[src/bia_pkg.sv]
`timescale 1ns / 1ps
// ----------------------------------------------------------------------------
// bia_pkg: shared definitions for the bitmap ID allocator
// Pool geometry, field widths, operation and status codes, and the
// command, status and result structures passed between the blocks.
// ----------------------------------------------------------------------------
package bia_pkg;

	// Pool geometry. The pool size is a multiple of the map word width.
	localparam int POOL_BITS = 4096;
	localparam int WORD_BITS = 32;
	localparam int WORDS     = POOL_BITS / WORD_BITS;
	localparam int POS_W     = $clog2(POOL_BITS);
	localparam int BIT_W     = $clog2(WORD_BITS);
	localparam int WADDR_W   = POS_W - BIT_W;
	localparam int STEP_W    = $clog2(WORDS + 1);

	// Field widths.
	localparam int BASE_W = 28;
	localparam int NUM_W  = 29;
	localparam int OP_W   = 2;
	localparam int STAT_W = 2;

	// Configuration port.
	localparam int CFG_ADDR_W = 3;
	localparam int CFG_DATA_W = 32;
	localparam logic [BASE_W-1:0] BASE_RESET = BASE_W'(1);

	// Operation codes.
	localparam logic [OP_W-1:0] OP_ALLOC = 2'd0;
	localparam logic [OP_W-1:0] OP_FREE  = 2'd1;
	localparam logic [OP_W-1:0] OP_CHECK = 2'd2;

	// Status codes.
	localparam logic [STAT_W-1:0] ST_OK      = 2'd0;
	localparam logic [STAT_W-1:0] ST_FULL    = 2'd1;
	localparam logic [STAT_W-1:0] ST_OUTSIDE = 2'd2;

	// Commands from the controller.
	typedef struct packed {
		logic idle;      // ready for a new request word
		logic load;      // capture the request word
		logic seek;      // point at the first map word to read
		logic rd;        // read the current map word
		logic adv;       // step to the next map word
		logic wr_alloc;  // mark the found bit busy
		logic wr_free;   // clear the bit being freed
		logic load_out;  // move the result into the output register
	} ctrl_cmd_t;

	// Status back to the controller.
	typedef struct packed {
		logic [OP_W-1:0] op;
		logic            outside;   // freed number lies outside the pool
		logic            hit;       // current word holds a usable free bit
		logic            last_step; // current word is the final scan step
	} dp_stat_t;

	// Result word.
	typedef struct packed {
		logic [NUM_W-1:0]  result_number;
		logic              is_valid;
		logic [STAT_W-1:0] status;
	} rsp_t;

endpackage

[src/bia_if.sv]
`timescale 1ns / 1ps
// ----------------------------------------------------------------------------
// bia_if: request and response channels of the bitmap ID allocator
// Valid/ready channels; a word moves when valid and ready are both high.
// ----------------------------------------------------------------------------
interface bia_req_if;
	logic        valid;
	logic        ready;
	logic [1:0]  operation;
	logic [28:0] number;

	modport source (output valid, output operation, output number, input ready);
	modport sink   (input valid, input operation, input number, output ready);
endinterface

interface bia_rsp_if;
	logic        valid;
	logic        ready;
	logic [28:0] result_number;
	logic        is_valid;
	logic [1:0]  status;

	modport source (output valid, output result_number, output is_valid, output status,
		input ready);
	modport sink   (input valid, input result_number, input is_valid, input status,
		output ready);
endinterface

[src/bia_ctrl.sv]
`timescale 1ns / 1ps
// ----------------------------------------------------------------------------
// bia_ctrl: sequencing state machine
// Decodes a request, walks the map one word per read/evaluate pair and
// hands the finished result to the output register.
// ----------------------------------------------------------------------------
module bia_ctrl (
	input  logic               clk,
	input  logic               arst_n,
	input  logic               req_valid,
	input  logic               out_free,
	input  bia_pkg::dp_stat_t  stat,
	output bia_pkg::ctrl_cmd_t cmd
);
	import bia_pkg::*;

	typedef enum logic [2:0] {
		S_IDLE,
		S_DECODE,
		S_READ,
		S_EVAL,
		S_FINISH
	} state_t;

	state_t state_q;
	state_t state_d;

	// Next state and commands.
	always_comb begin
		state_d = state_q;
		cmd     = '0;
		unique case (state_q)
			S_IDLE: begin
				cmd.idle = 1'b1;
				if (req_valid) begin
					cmd.load = 1'b1;
					state_d  = S_DECODE;
				end
			end
			S_DECODE: begin
				if (stat.op == OP_ALLOC) begin
					cmd.seek = 1'b1;
					state_d  = S_READ;
				end else if (stat.op == OP_FREE && !stat.outside) begin
					cmd.seek = 1'b1;
					state_d  = S_READ;
				end else begin
					state_d = S_FINISH;
				end
			end
			S_READ: begin
				cmd.rd  = 1'b1;
				state_d = S_EVAL;
			end
			S_EVAL: begin
				if (stat.op == OP_FREE) begin
					cmd.wr_free = 1'b1;
					state_d     = S_FINISH;
				end else if (stat.hit) begin
					cmd.wr_alloc = 1'b1;
					state_d      = S_FINISH;
				end else if (stat.last_step) begin
					state_d = S_FINISH;
				end else begin
					cmd.adv = 1'b1;
					state_d = S_READ;
				end
			end
			S_FINISH: begin
				if (out_free) begin
					cmd.load_out = 1'b1;
					state_d      = S_IDLE;
				end
			end
			default: begin
				state_d = S_IDLE;
			end
		endcase
	end

	// State register.
	always_ff @(posedge clk or negedge arst_n) begin
		if (!arst_n) begin
			state_q <= S_IDLE;
		end else begin
			state_q <= state_d;
		end
	end

endmodule

[src/bia_dpath.sv]
`timescale 1ns / 1ps
// ----------------------------------------------------------------------------
// bia_dpath: busy map, scan pointer and result datapath
// Holds the busy map as a word memory with per-word valid flags, finds the
// lowest usable free bit in the word just read, and forms the result.
// ----------------------------------------------------------------------------
module bia_dpath (
	input  logic                       clk,
	input  logic                       arst_n,
	input  bia_pkg::ctrl_cmd_t         cmd,
	input  logic [bia_pkg::OP_W-1:0]   op_in,
	input  logic [bia_pkg::NUM_W-1:0]  num_in,
	input  logic [bia_pkg::BASE_W-1:0] base,
	output bia_pkg::dp_stat_t          stat,
	output bia_pkg::rsp_t              result
);
	import bia_pkg::*;

	// Map storage; a word whose valid flag is clear reads as all free.
	logic [WORD_BITS-1:0] mem [WORDS];
	logic [WORDS-1:0]     wvalid_q;

	logic [OP_W-1:0]      op_q;
	logic [NUM_W-1:0]     num_q;
	logic [POS_W-1:0]     scan_pos_q;
	logic [WADDR_W-1:0]   cur_word_q;
	logic [STEP_W-1:0]    step_q;
	logic [WORD_BITS-1:0] rd_data_q;
	logic                 rd_valid_q;
	logic                 found_q;
	logic [NUM_W-1:0]     res_q;

	logic [NUM_W-1:0]     base_eff;
	logic [NUM_W-1:0]     diff;
	logic                 below_base;
	logic                 outside;
	logic [WORD_BITS-1:0] rd_word;
	logic [WORD_BITS-1:0] lo_mask;
	logic [WORD_BITS-1:0] scan_mask;
	logic [WORD_BITS-1:0] cand;
	logic                 hit;
	logic [BIT_W-1:0]     hit_idx;
	logic                 last_step;
	logic [WORD_BITS-1:0] wr_data;

	// Effective base and the free range check.
	assign base_eff   = (base == '0) ? NUM_W'(1) : NUM_W'(base);
	assign below_base = num_q < base_eff;
	assign diff       = num_q - base_eff;
	assign outside    = below_base || (diff >= NUM_W'(POOL_BITS));

	// Masked free bits of the word just read. The first step looks at bits
	// from the scan position up, the wrap-around step at the bits below it.
	assign rd_word   = rd_valid_q ? rd_data_q : '0;
	assign lo_mask   = {WORD_BITS{1'b1}} << scan_pos_q[BIT_W-1:0];
	assign last_step = step_q == STEP_W'(WORDS);
	always_comb begin
		if (step_q == '0) begin
			scan_mask = lo_mask;
		end else if (last_step) begin
			scan_mask = ~lo_mask;
		end else begin
			scan_mask = '1;
		end
	end
	assign cand = ~rd_word & scan_mask;
	assign hit  = |cand;

	// Lowest set candidate bit.
	always_comb begin
		hit_idx = '0;
		for (int i = WORD_BITS - 1; i >= 0; i--) begin
			if (cand[i]) begin
				hit_idx = BIT_W'(i);
			end
		end
	end

	// Updated map word for allocate or free.
	always_comb begin
		if (cmd.wr_alloc) begin
			wr_data = rd_word | (WORD_BITS'(1) << hit_idx);
		end else begin
			wr_data = rd_word & ~(WORD_BITS'(1) << diff[BIT_W-1:0]);
		end
	end

	// Map memory: registered read, single write port.
	always_ff @(posedge clk) begin
		if (cmd.rd) begin
			rd_data_q <= mem[cur_word_q];
		end
		if (cmd.wr_alloc || cmd.wr_free) begin
			mem[cur_word_q] <= wr_data;
		end
	end

	// Word valid flags and the read-side copy of the flag.
	always_ff @(posedge clk or negedge arst_n) begin
		if (!arst_n) begin
			wvalid_q   <= '0;
			rd_valid_q <= 1'b0;
		end else begin
			if (cmd.rd) begin
				rd_valid_q <= wvalid_q[cur_word_q];
			end
			if (cmd.wr_alloc || cmd.wr_free) begin
				wvalid_q[cur_word_q] <= 1'b1;
			end
		end
	end

	// Scan pointer and allocation result.
	always_ff @(posedge clk or negedge arst_n) begin
		if (!arst_n) begin
			scan_pos_q <= '0;
			found_q    <= 1'b0;
		end else begin
			if (cmd.load) begin
				found_q <= 1'b0;
			end
			if (cmd.wr_alloc) begin
				scan_pos_q <= {cur_word_q, hit_idx};
				found_q    <= 1'b1;
			end
		end
	end

	// Request capture, word walk and allocated number.
	always_ff @(posedge clk) begin
		if (cmd.load) begin
			op_q  <= op_in;
			num_q <= num_in;
		end
		if (cmd.seek) begin
			step_q <= '0;
			if (op_q == OP_ALLOC) begin
				cur_word_q <= scan_pos_q[POS_W-1:BIT_W];
			end else begin
				cur_word_q <= diff[POS_W-1:BIT_W];
			end
		end else if (cmd.adv) begin
			step_q <= step_q + STEP_W'(1);
			if (cur_word_q == WADDR_W'(WORDS - 1)) begin
				cur_word_q <= '0;
			end else begin
				cur_word_q <= cur_word_q + WADDR_W'(1);
			end
		end
		if (cmd.wr_alloc) begin
			res_q <= base_eff + NUM_W'({cur_word_q, hit_idx});
		end
	end

	// Status to the controller.
	assign stat.op        = op_q;
	assign stat.outside   = outside;
	assign stat.hit       = hit;
	assign stat.last_step = last_step;

	// Result fields for the finished request.
	always_comb begin
		result = '0;
		if (op_q == OP_ALLOC) begin
			result.result_number = found_q ? res_q : '0;
			result.status        = found_q ? ST_OK : ST_FULL;
		end else if (op_q == OP_FREE) begin
			result.status = outside ? ST_OUTSIDE : ST_OK;
		end else if (op_q == OP_CHECK) begin
			result.is_valid = !below_base;
		end
	end

endmodule

[src/bitmap_id_allocator.sv]
`timescale 1ns / 1ps
// ----------------------------------------------------------------------------
// bitmap_id_allocator: next-fit number allocator over a busy bitmap
// Allocates, frees and checks numbers against a 4096-entry busy map with a
// configurable base, using a word-at-a-time next-fit scan.
//
//   Channel | Dir | Handshake        | Word
//   req     | in  | valid/ready      | operation, number
//   rsp     | out | valid/ready      | result_number, is_valid, status
//   cfg     | in  | APB write/read   | reserve_base at address 0
//
// A check or an out-of-pool free goes from decode straight to finish. A free
// passes through one read and one evaluate state. An allocate reads from 1 to
// 129 32-bit map words, each through a read state and an evaluate state.
// Reset clears the map at once through per-word valid flags, so requests are
// taken with no clearing pass after reset. A new request is accepted while
// the previous result still waits in the output register.
// ----------------------------------------------------------------------------
module bitmap_id_allocator (
	input  logic                           clk,
	input  logic                           arst_n,
	bia_req_if.sink                        req,
	bia_rsp_if.source                      rsp,
	input  logic                           psel,
	input  logic                           penable,
	input  logic                           pwrite,
	input  logic [bia_pkg::CFG_ADDR_W-1:0] paddr,
	input  logic [bia_pkg::CFG_DATA_W-1:0] pwdata,
	output logic [bia_pkg::CFG_DATA_W-1:0] prdata,
	output logic                           pready
);
	import bia_pkg::*;

	ctrl_cmd_t         cmd;
	dp_stat_t          stat;
	rsp_t              result;
	rsp_t              rsp_q;
	logic              rsp_valid_q;
	logic              out_free;
	logic [BASE_W-1:0] reserve_base_q;
	logic              cfg_sel;

	// Configuration register; addresses past the register are ignored.
	assign pready  = 1'b1;
	assign cfg_sel = paddr[CFG_ADDR_W-1:2] == '0;
	assign prdata  = cfg_sel ? CFG_DATA_W'(reserve_base_q) : '0;

	always_ff @(posedge clk or negedge arst_n) begin
		if (!arst_n) begin
			reserve_base_q <= BASE_RESET;
		end else if (psel && penable && pwrite && cfg_sel) begin
			reserve_base_q <= pwdata[BASE_W-1:0];
		end
	end

	// Controller and datapath.
	bia_ctrl u_ctrl (
		.clk       (clk),
		.arst_n    (arst_n),
		.req_valid (req.valid),
		.out_free  (out_free),
		.stat      (stat),
		.cmd       (cmd)
	);

	bia_dpath u_dpath (
		.clk    (clk),
		.arst_n (arst_n),
		.cmd    (cmd),
		.op_in  (req.operation),
		.num_in (req.number),
		.base   (reserve_base_q),
		.stat   (stat),
		.result (result)
	);

	assign req.ready = cmd.idle;

	// Output register between the datapath and the response channel.
	assign out_free = !rsp_valid_q || rsp.ready;

	always_ff @(posedge clk or negedge arst_n) begin
		if (!arst_n) begin
			rsp_valid_q <= 1'b0;
		end else if (cmd.load_out) begin
			rsp_valid_q <= 1'b1;
		end else if (rsp.ready) begin
			rsp_valid_q <= 1'b0;
		end
	end

	always_ff @(posedge clk) begin
		if (cmd.load_out) begin
			rsp_q <= result;
		end
	end

	assign rsp.valid         = rsp_valid_q;
	assign rsp.result_number = rsp_q.result_number;
	assign rsp.is_valid      = rsp_q.is_valid;
	assign rsp.status        = rsp_q.status;

	// A bit is only marked busy when the evaluated word offered one.
	a_alloc_hit: assert property (@(posedge clk) disable iff (!arst_n)
		cmd.wr_alloc |-> stat.hit)
		else $error("allocation write without a free bit");

	// A pending result is never overwritten.
	a_no_overwrite: assert property (@(posedge clk) disable iff (!arst_n)
		cmd.load_out |-> (!rsp_valid_q || rsp.ready))
		else $error("result register overwritten");

	// A pool-full answer carries no number.
	a_full_zero: assert property (@(posedge clk) disable iff (!arst_n)
		(rsp_valid_q && rsp_q.status == ST_FULL) |-> (rsp_q.result_number == '0))
		else $error("pool full result with a number");

	// Map writes and result hand-off never coincide.
	a_one_action: assert property (@(posedge clk) disable iff (!arst_n)
		$onehot0({cmd.wr_alloc, cmd.wr_free, cmd.load_out}))
		else $error("conflicting datapath commands");

endmodule

[src/flat_wrapper.sv]
// flat-port wrapper written by rule: the top's interface ports become plain ports
module bitmap_id_allocator_flat import bia_pkg::*;
  (clk, arst_n, psel, penable, pwrite, paddr, pwdata, prdata, pready, req_valid, req_operation, req_number, req_ready, rsp_valid, rsp_result_number, rsp_is_valid, rsp_status, rsp_ready);
  bia_req_if req_i ();
  bia_rsp_if rsp_i ();
  input  logic clk;
  input  logic arst_n;
  input  logic psel;
  input  logic penable;
  input  logic pwrite;
  input  logic [bia_pkg::CFG_ADDR_W-1:0] paddr;
  input  logic [bia_pkg::CFG_DATA_W-1:0] pwdata;
  output logic [bia_pkg::CFG_DATA_W-1:0] prdata;
  output logic pready;
  input wire logic [$bits(req_i.valid)-1:0] req_valid;
  input wire logic [$bits(req_i.operation)-1:0] req_operation;
  input wire logic [$bits(req_i.number)-1:0] req_number;
  output wire logic [$bits(req_i.ready)-1:0] req_ready;
  output wire logic [$bits(rsp_i.valid)-1:0] rsp_valid;
  output wire logic [$bits(rsp_i.result_number)-1:0] rsp_result_number;
  output wire logic [$bits(rsp_i.is_valid)-1:0] rsp_is_valid;
  output wire logic [$bits(rsp_i.status)-1:0] rsp_status;
  input wire logic [$bits(rsp_i.ready)-1:0] rsp_ready;
  assign req_i.valid = req_valid;
  assign req_i.operation = req_operation;
  assign req_i.number = req_number;
  assign req_ready = req_i.ready;
  assign rsp_valid = rsp_i.valid;
  assign rsp_result_number = rsp_i.result_number;
  assign rsp_is_valid = rsp_i.is_valid;
  assign rsp_status = rsp_i.status;
  assign rsp_i.ready = rsp_ready;
  bitmap_id_allocator u_core (.clk(clk), .arst_n(arst_n), .req(req_i), .rsp(rsp_i), .psel(psel), .penable(penable), .pwrite(pwrite), .paddr(paddr), .pwdata(pwdata), .prdata(prdata), .pready(pready));
endmodule
[config.mk]
export PLATFORM = sky130hd
export DESIGN_NAME = bitmap_id_allocator_flat
export DESIGN_NICKNAME = d
export VERILOG_FILES = /design/src/bia_pkg.sv /design/src/bia_if.sv /design/src/bia_ctrl.sv /design/src/bia_dpath.sv /design/src/bitmap_id_allocator.sv /design/src/flat_wrapper.sv
export SDC_FILE = /design/constraint.sdc
export NUM_CORES = 2
export LEC_CHECK = 0
export BUFFER_PORTS_ARGS = -buffer_cell sky130_fd_sc_hd__buf_2
export CELL_PAD_IN_SITES_DETAIL_PLACEMENT = 0
export CELL_PAD_IN_SITES_GLOBAL_PLACEMENT = 1
export CORE_UTILIZATION = 53
export CTS_CLUSTER_SIZE = 20
export DETAILED_ROUTE_END_ITERATION = 12
export PLACE_DENSITY = 0.81
export SYNTH_ARGS = -nofsm -noshare
export SYNTH_HDL_FRONTEND = slang
export SYNTH_SLANG_ARGS = --single-unit
[constraint.sdc]
create_clock -name clk -period 13.4 [get_ports clk]
set_input_delay 0.67 -clock clk [delete_from_list [all_inputs] [get_ports clk]]
set_output_delay 0.67 -clock clk [all_outputs]
set_load 0.05 [all_outputs]
==> results by stage <==
Power and ir drop:
- Of the total power, the share spent switching nets is between 20% and 30%.
- Sequential cells account for between 50% and 60% of the total power.
- Power spread over the standard cell area amounts to around 180 nW/um^2.
- The worst-case IR drop observed on VDD is 0.127 mV.
- The total leakage power is 59.1 nW.
- The net switching power figure is 9.14 mW.
- The share of total power in combinational logic is 14.5%.
- Cell internal power was estimated by the tool at 24.3 mW.
- The proportion of power drawn by the clock network is 35.1%.

Timing:
- The fraction of the cycle the final worst path needs is 54.0%.
- The final period demand of the worst path is between 7 and 8 ns.
- The count of final max-slew check failures was 2.
- The maximum clock frequency is 138 MHz.
- The setup TNS is 0 ns.
- The number of hold violations in the final report came to 0.
- Setup violations remaining at the end of the flow were counted as 0.
- Setup repair after global routing left no endpoint under its margin.
- Clock skew on the completed layout was measured at 0.0775 ns.
- At the pin with the least slew margin, the transition time is approximately 1.6 ns.
- The relative slew slack is -7.29%.

Cells and area:
- The post-synthesis to final-layout area growth is 13.5%.
- Fill cells in the final layout number 21,400.
- Summing all multi-input logic gate instances after layout gives between 30,000 and 40,000 sq um.
- The final layout contains 9,766 nets.
- The fraction of layout cells with a size suffix above 1 is 14.2%.
- In the final layout, flip-flops and latches occupy around 130,000 sq um.
- For this run, the number of standard cells in the final layout without fillers is 14,100.
- The final instance area is roughly 190,000 sq um.

Critical path:
- The type of the worst setup path is flop to flop.
- Together, buffers and inverters on the worst path number 3.
- The reg2reg setup slack is 6.16 ns.
- The cell type group with the largest total delay on the critical path is compound AO/OA/AOI/OAI gates.
- At the worst endpoint, the required time is 13.97 ns.
- The slowest stage cell on the critical path is o21ai_4.
- The worst endpoint data arrival time is approximately 7.8 ns.
- The maximum fanout count along the critical path is 80.
- The worst setup path is launched from a flop.
- STA classifies the critical path endpoint as a flop.
- The launch point of the worst path is u_core.u_dpath.step_q[0].
- The signal on the critical path passes through inv_1 > ha_1 > nor2b_1 > and2_1 > buf_4 > a222oi_1 > o22ai_1 > a22o_1 > a21oi_1 > o21ai_0 > a31oi_1 > a21oi_1 > nand2b_1 > o21ai_4 > buf_4.
- On the worst path, the slowest cell contributes a delay of 1.26 ns.
- The origin of the critical flop-to-flop path is u_core.u_dpath.step_q[0].

Logic synthesis:
- The most repeated cell in the gate-level netlist after synthesis is edfxtp_1.
- The mean cell area of the mapped netlist is 17.6 sq um.
- The post-synth design cell area is 164,000 sq um.
- Counting distinct cell types in the post-synthesis netlist gives 96.
- The leading area contributor after synthesis is edfxtp_1.
- Yosys mapped a number of flops with a built-in enable equal to about 4,200.
- The synthesized design contains 4,409 register bits.
- The fraction of synthesized cell area taken by the top area cell type is slightly below 80%.
- The number of synthesis warnings is 0.
- The most instantiated flip-flop cell in the synthesis netlist is edfxtp_1.
- After synthesis, flip-flops and latches occupy roughly four fifths of the total area.
- Ranked by total cell area, the synthesized netlist is headed by edfxtp_1 77%, a22oi_1 6.1%, dfrtp_1 2.6%.
- In the synthesized netlist, the cells that appear most often are 4,227 x edfxtp_1, 1,325 x a22oi_1, 408 x a221oi_1.
- The cell count after synthesis came out at slightly above 9,000.
- Counting flops with an async set or reset pin after synthesis yields a share of approximately 4%.

Floorplanning:
- The die footprint is 312,000 sq um.
- The chip height is 559 um.
- The initial utilization of the core area, before any placement, comes to 53.2%.
- The floorplan step set the die width to between 500 and 600 um.
- The number of placed I/O pins is 140.
- The core box area is 309,000 sq um.
- The standard-cell row count is 204.

Global route:
- The global-route usage over all layers is 31.8%.
- The initial antenna violation count was 48.
- The total overflow left after global routing is 0.
- The largest net degree at the start of global routing is 119.
- The number of global-route vias before repair is 94,600.
- The wire length of the first global-routing pass is 703 mm.

Placement:
- After detailed placement, the total cell area comes to 172,000 sq um.
- The count of buffers from port buffering is 128.
- After legalization and detailed placement, the total HPWL measured 279 mm.
- Including well taps, the total number of placed cells is 13,300.
- The placer congestion estimate is 0.890.

Run:
- The number of maximum-capacitance constraint violations is 1.

Detailed routing:
- The routed length per instance is between 30 and 40 um.
- After detailed routing, the number of remaining DRC violations is 0.
- The number of antenna-violating nets in the routed design is 0.
- The first-pass iteration count of the detailed router is 6.
- After the first detailed-routing iteration, the DRC count stood at 16,400.
- After detailed routing, the total wire length is 506 mm.
- The final route contains 99,300 vias.
- The number of vias per cell after detailed routing is 7.02.

Clock network:
- The clock tree synthesis step divided the H-tree into 5 levels.
- Clock latency on the worst-skew pair, taken at its later pin, is between 0.9 and 1 ns.
- Counting every sink on the clock net gives 4,409.
- The number of gates resized after CTS was 0.
- The buffer levels on the longest clock path is 4.
- After clock tree synthesis, the clock-pin slew on the worst setup and hold paths is 0.07 ns.
- TritonCTS built the clock tree.
- Buffers inserted during clock tree synthesis total 422.
- The tree is rooted in a clkbuf_16.

Run status:
- The final reports fail on capacitance limit, slew limit.
- The flow ran to the end, but the final reports show violations.

Hold path:
- The startpoint of the most critical hold path is rsp_ready.
- The worst hold path class is input port to flop.
==> worst register-to-register path, stage by stage (launching register included) <==
cell	delay (ns)
dfxtp_1	0.35
inv_1	0.08
ha_1	0.14
nor2b_1	0.44
and2_1	0.69
buf_4	0.35
a222oi_1	0.12
o22ai_1	0.25
a22o_1	0.16
a21oi_1	0.06
o21ai_0	0.45
a31oi_1	0.23
a21oi_1	0.58
nand2b_1	0.68
o21ai_4	1.26
buf_4	0.84
==> power groups by stage <==
| stage | Sequential, mW | Clock (mW) | Combinational, mW |
|---|---|---|---|
| floorplan | 17.5 | 0 | 2.40 |
| global placement | 17.1 | 0 | 4.56 |
| detailed placement | 17.1 | 0 | 4.71 |
| CTS | 16.8 | 11.8 | 4.74 |
| global route | 16.9 | 12.3 | 5.07 |
| finish | 16.8 | 11.8 | 4.87 |
==> cell usage in the layout (no fill, tap or decap), types with 23 or more instances in the layout <==
| master | instances |
|---|---|
| o21ai_0 | 131 |
| a31oi_1 | 292 |
| inv_1 | 46 |
| clkinv_1 | 88 |
| or2_1 | 87 |
| ha_1 | 42 |
| a221oi_1 | 408 |
| nor4_1 | 48 |
| or2_2 | 50 |
| nand4_1 | 236 |
| nor2_1 | 128 |
| edfxtp_1 | 4227 |
| nand2_1 | 121 |
| nand3_1 | 78 |
| clkbuf_1 | 78 |
| clkbuf_16 | 422 |
| o211ai_1 | 83 |
| dlygate4sd3_1 | 61 |
| buf_12 | 23 |
| a21oi_1 | 81 |
| dfrtp_1 | 172 |
| mux2_2 | 41 |
| buf_4 | 339 |
| a22o_1 | 406 |
| xnor2_1 | 56 |
| a21o_1 | 33 |
| clkinv_2 | 90 |
| or4_1 | 24 |
| buf_2 | 127 |
| a22oi_1 | 1325 |
| and3_1 | 43 |
| nor2_4 | 131 |
| diode_2 | 28 |
| nor3_1 | 29 |
| bufinv_16 | 37 |
==> metrics by stage <==
| stage | total power, mW | worst slack, ns | util, % | hold slack [ns] |
|---|---|---|---|---|
| CTS | 33.4 | 6.31 | 60.4 | 0.0321 |
| global route | 34.3 | 5.99 | 60.4 | 0.0844 |
| detailed placement | 21.8 | 6.30 | 55.7 | 0.452 |
| floorplan | 19.9 | 4.11 | - | 0.374 |
| finish | 33.5 | 6.16 | 60.4 | 0.104 |
| global placement | 21.7 | 6.28 | 55.7 | 0.447 |
==> final timing paths <==
kind                                                to  cells after the start
setup / recovery             u_core.u_dpath.mem[3][20]                     15
hold / removal                u_core.u_ctrl.state_q[2]                      4
setup reg to reg             u_core.u_dpath.mem[3][20]                     15
min in group asynchronous    u_core.reserve_base_q[25]                      2
max in group asynchronous   u_core.u_dpath.wvalid_q[4]                      4
hold reg to reg            u_core.u_dpath.wvalid_q[50]                      1
==> flip-flops by register name, summed over array words and instances (netlist names) <==
register	count
u_core.reserve_base_q	28
u_core.rsp.is_valid	1
u_core.rsp.result_number	29
u_core.rsp.status	2
u_core.rsp.valid	1
u_core.u_ctrl.state_q	3
u_core.u_dpath.cur_word_q	7
u_core.u_dpath.found_q	1
u_core.u_dpath.mem	4096
u_core.u_dpath.num_q	29
u_core.u_dpath.op_q	2
u_core.u_dpath.rd_data_q	32
u_core.u_dpath.rd_valid_q	1
u_core.u_dpath.res_q	29
u_core.u_dpath.scan_pos_q	12
u_core.u_dpath.step_q	8
u_core.u_dpath.wvalid_q	128
==> cells by family after synthesis <==
group	Yosys count	share of synthesized area, %
AOI/OAI and AO/OA	2938	13.6
xor gates and xnor gates	72	0.384
adders and majority gates	45	0.351
buffers and inverters	681	1.65
DFF	4409	80.1
muxes	51	0.365
other	2	0.00457
and+or+nand+nor	1106	3.62
==> area by class of cell <==
class	instances	share of cell area, %
sequential	4409	70.5
multi-input combinational	4217	16.9
clock buffer	514	5.93
tap	4120	2.77
timing repair buffer	552	2.30
clock inverter	262	1.41
inverter	47	0.0946
antenna	28	0.0376
==> what timing repair did <==
action / in CTS / in global routing
hold buffers: 61 / 0
buffers inserted: 0 / 0
endpoints found under the hold margin: 157 / 0
==> layer usage <==
layer  global-route usage (%)  up-vias  wire (um)
met4                     16.8       20      29300
met5                        0        -        141
met3                     8.60     1227      71800
met2                     47.4     8027     226000
li1                         -    39800          -
met1                     43.1    50300     178000
No activity file was read; power rests on OpenSTA's default activity.
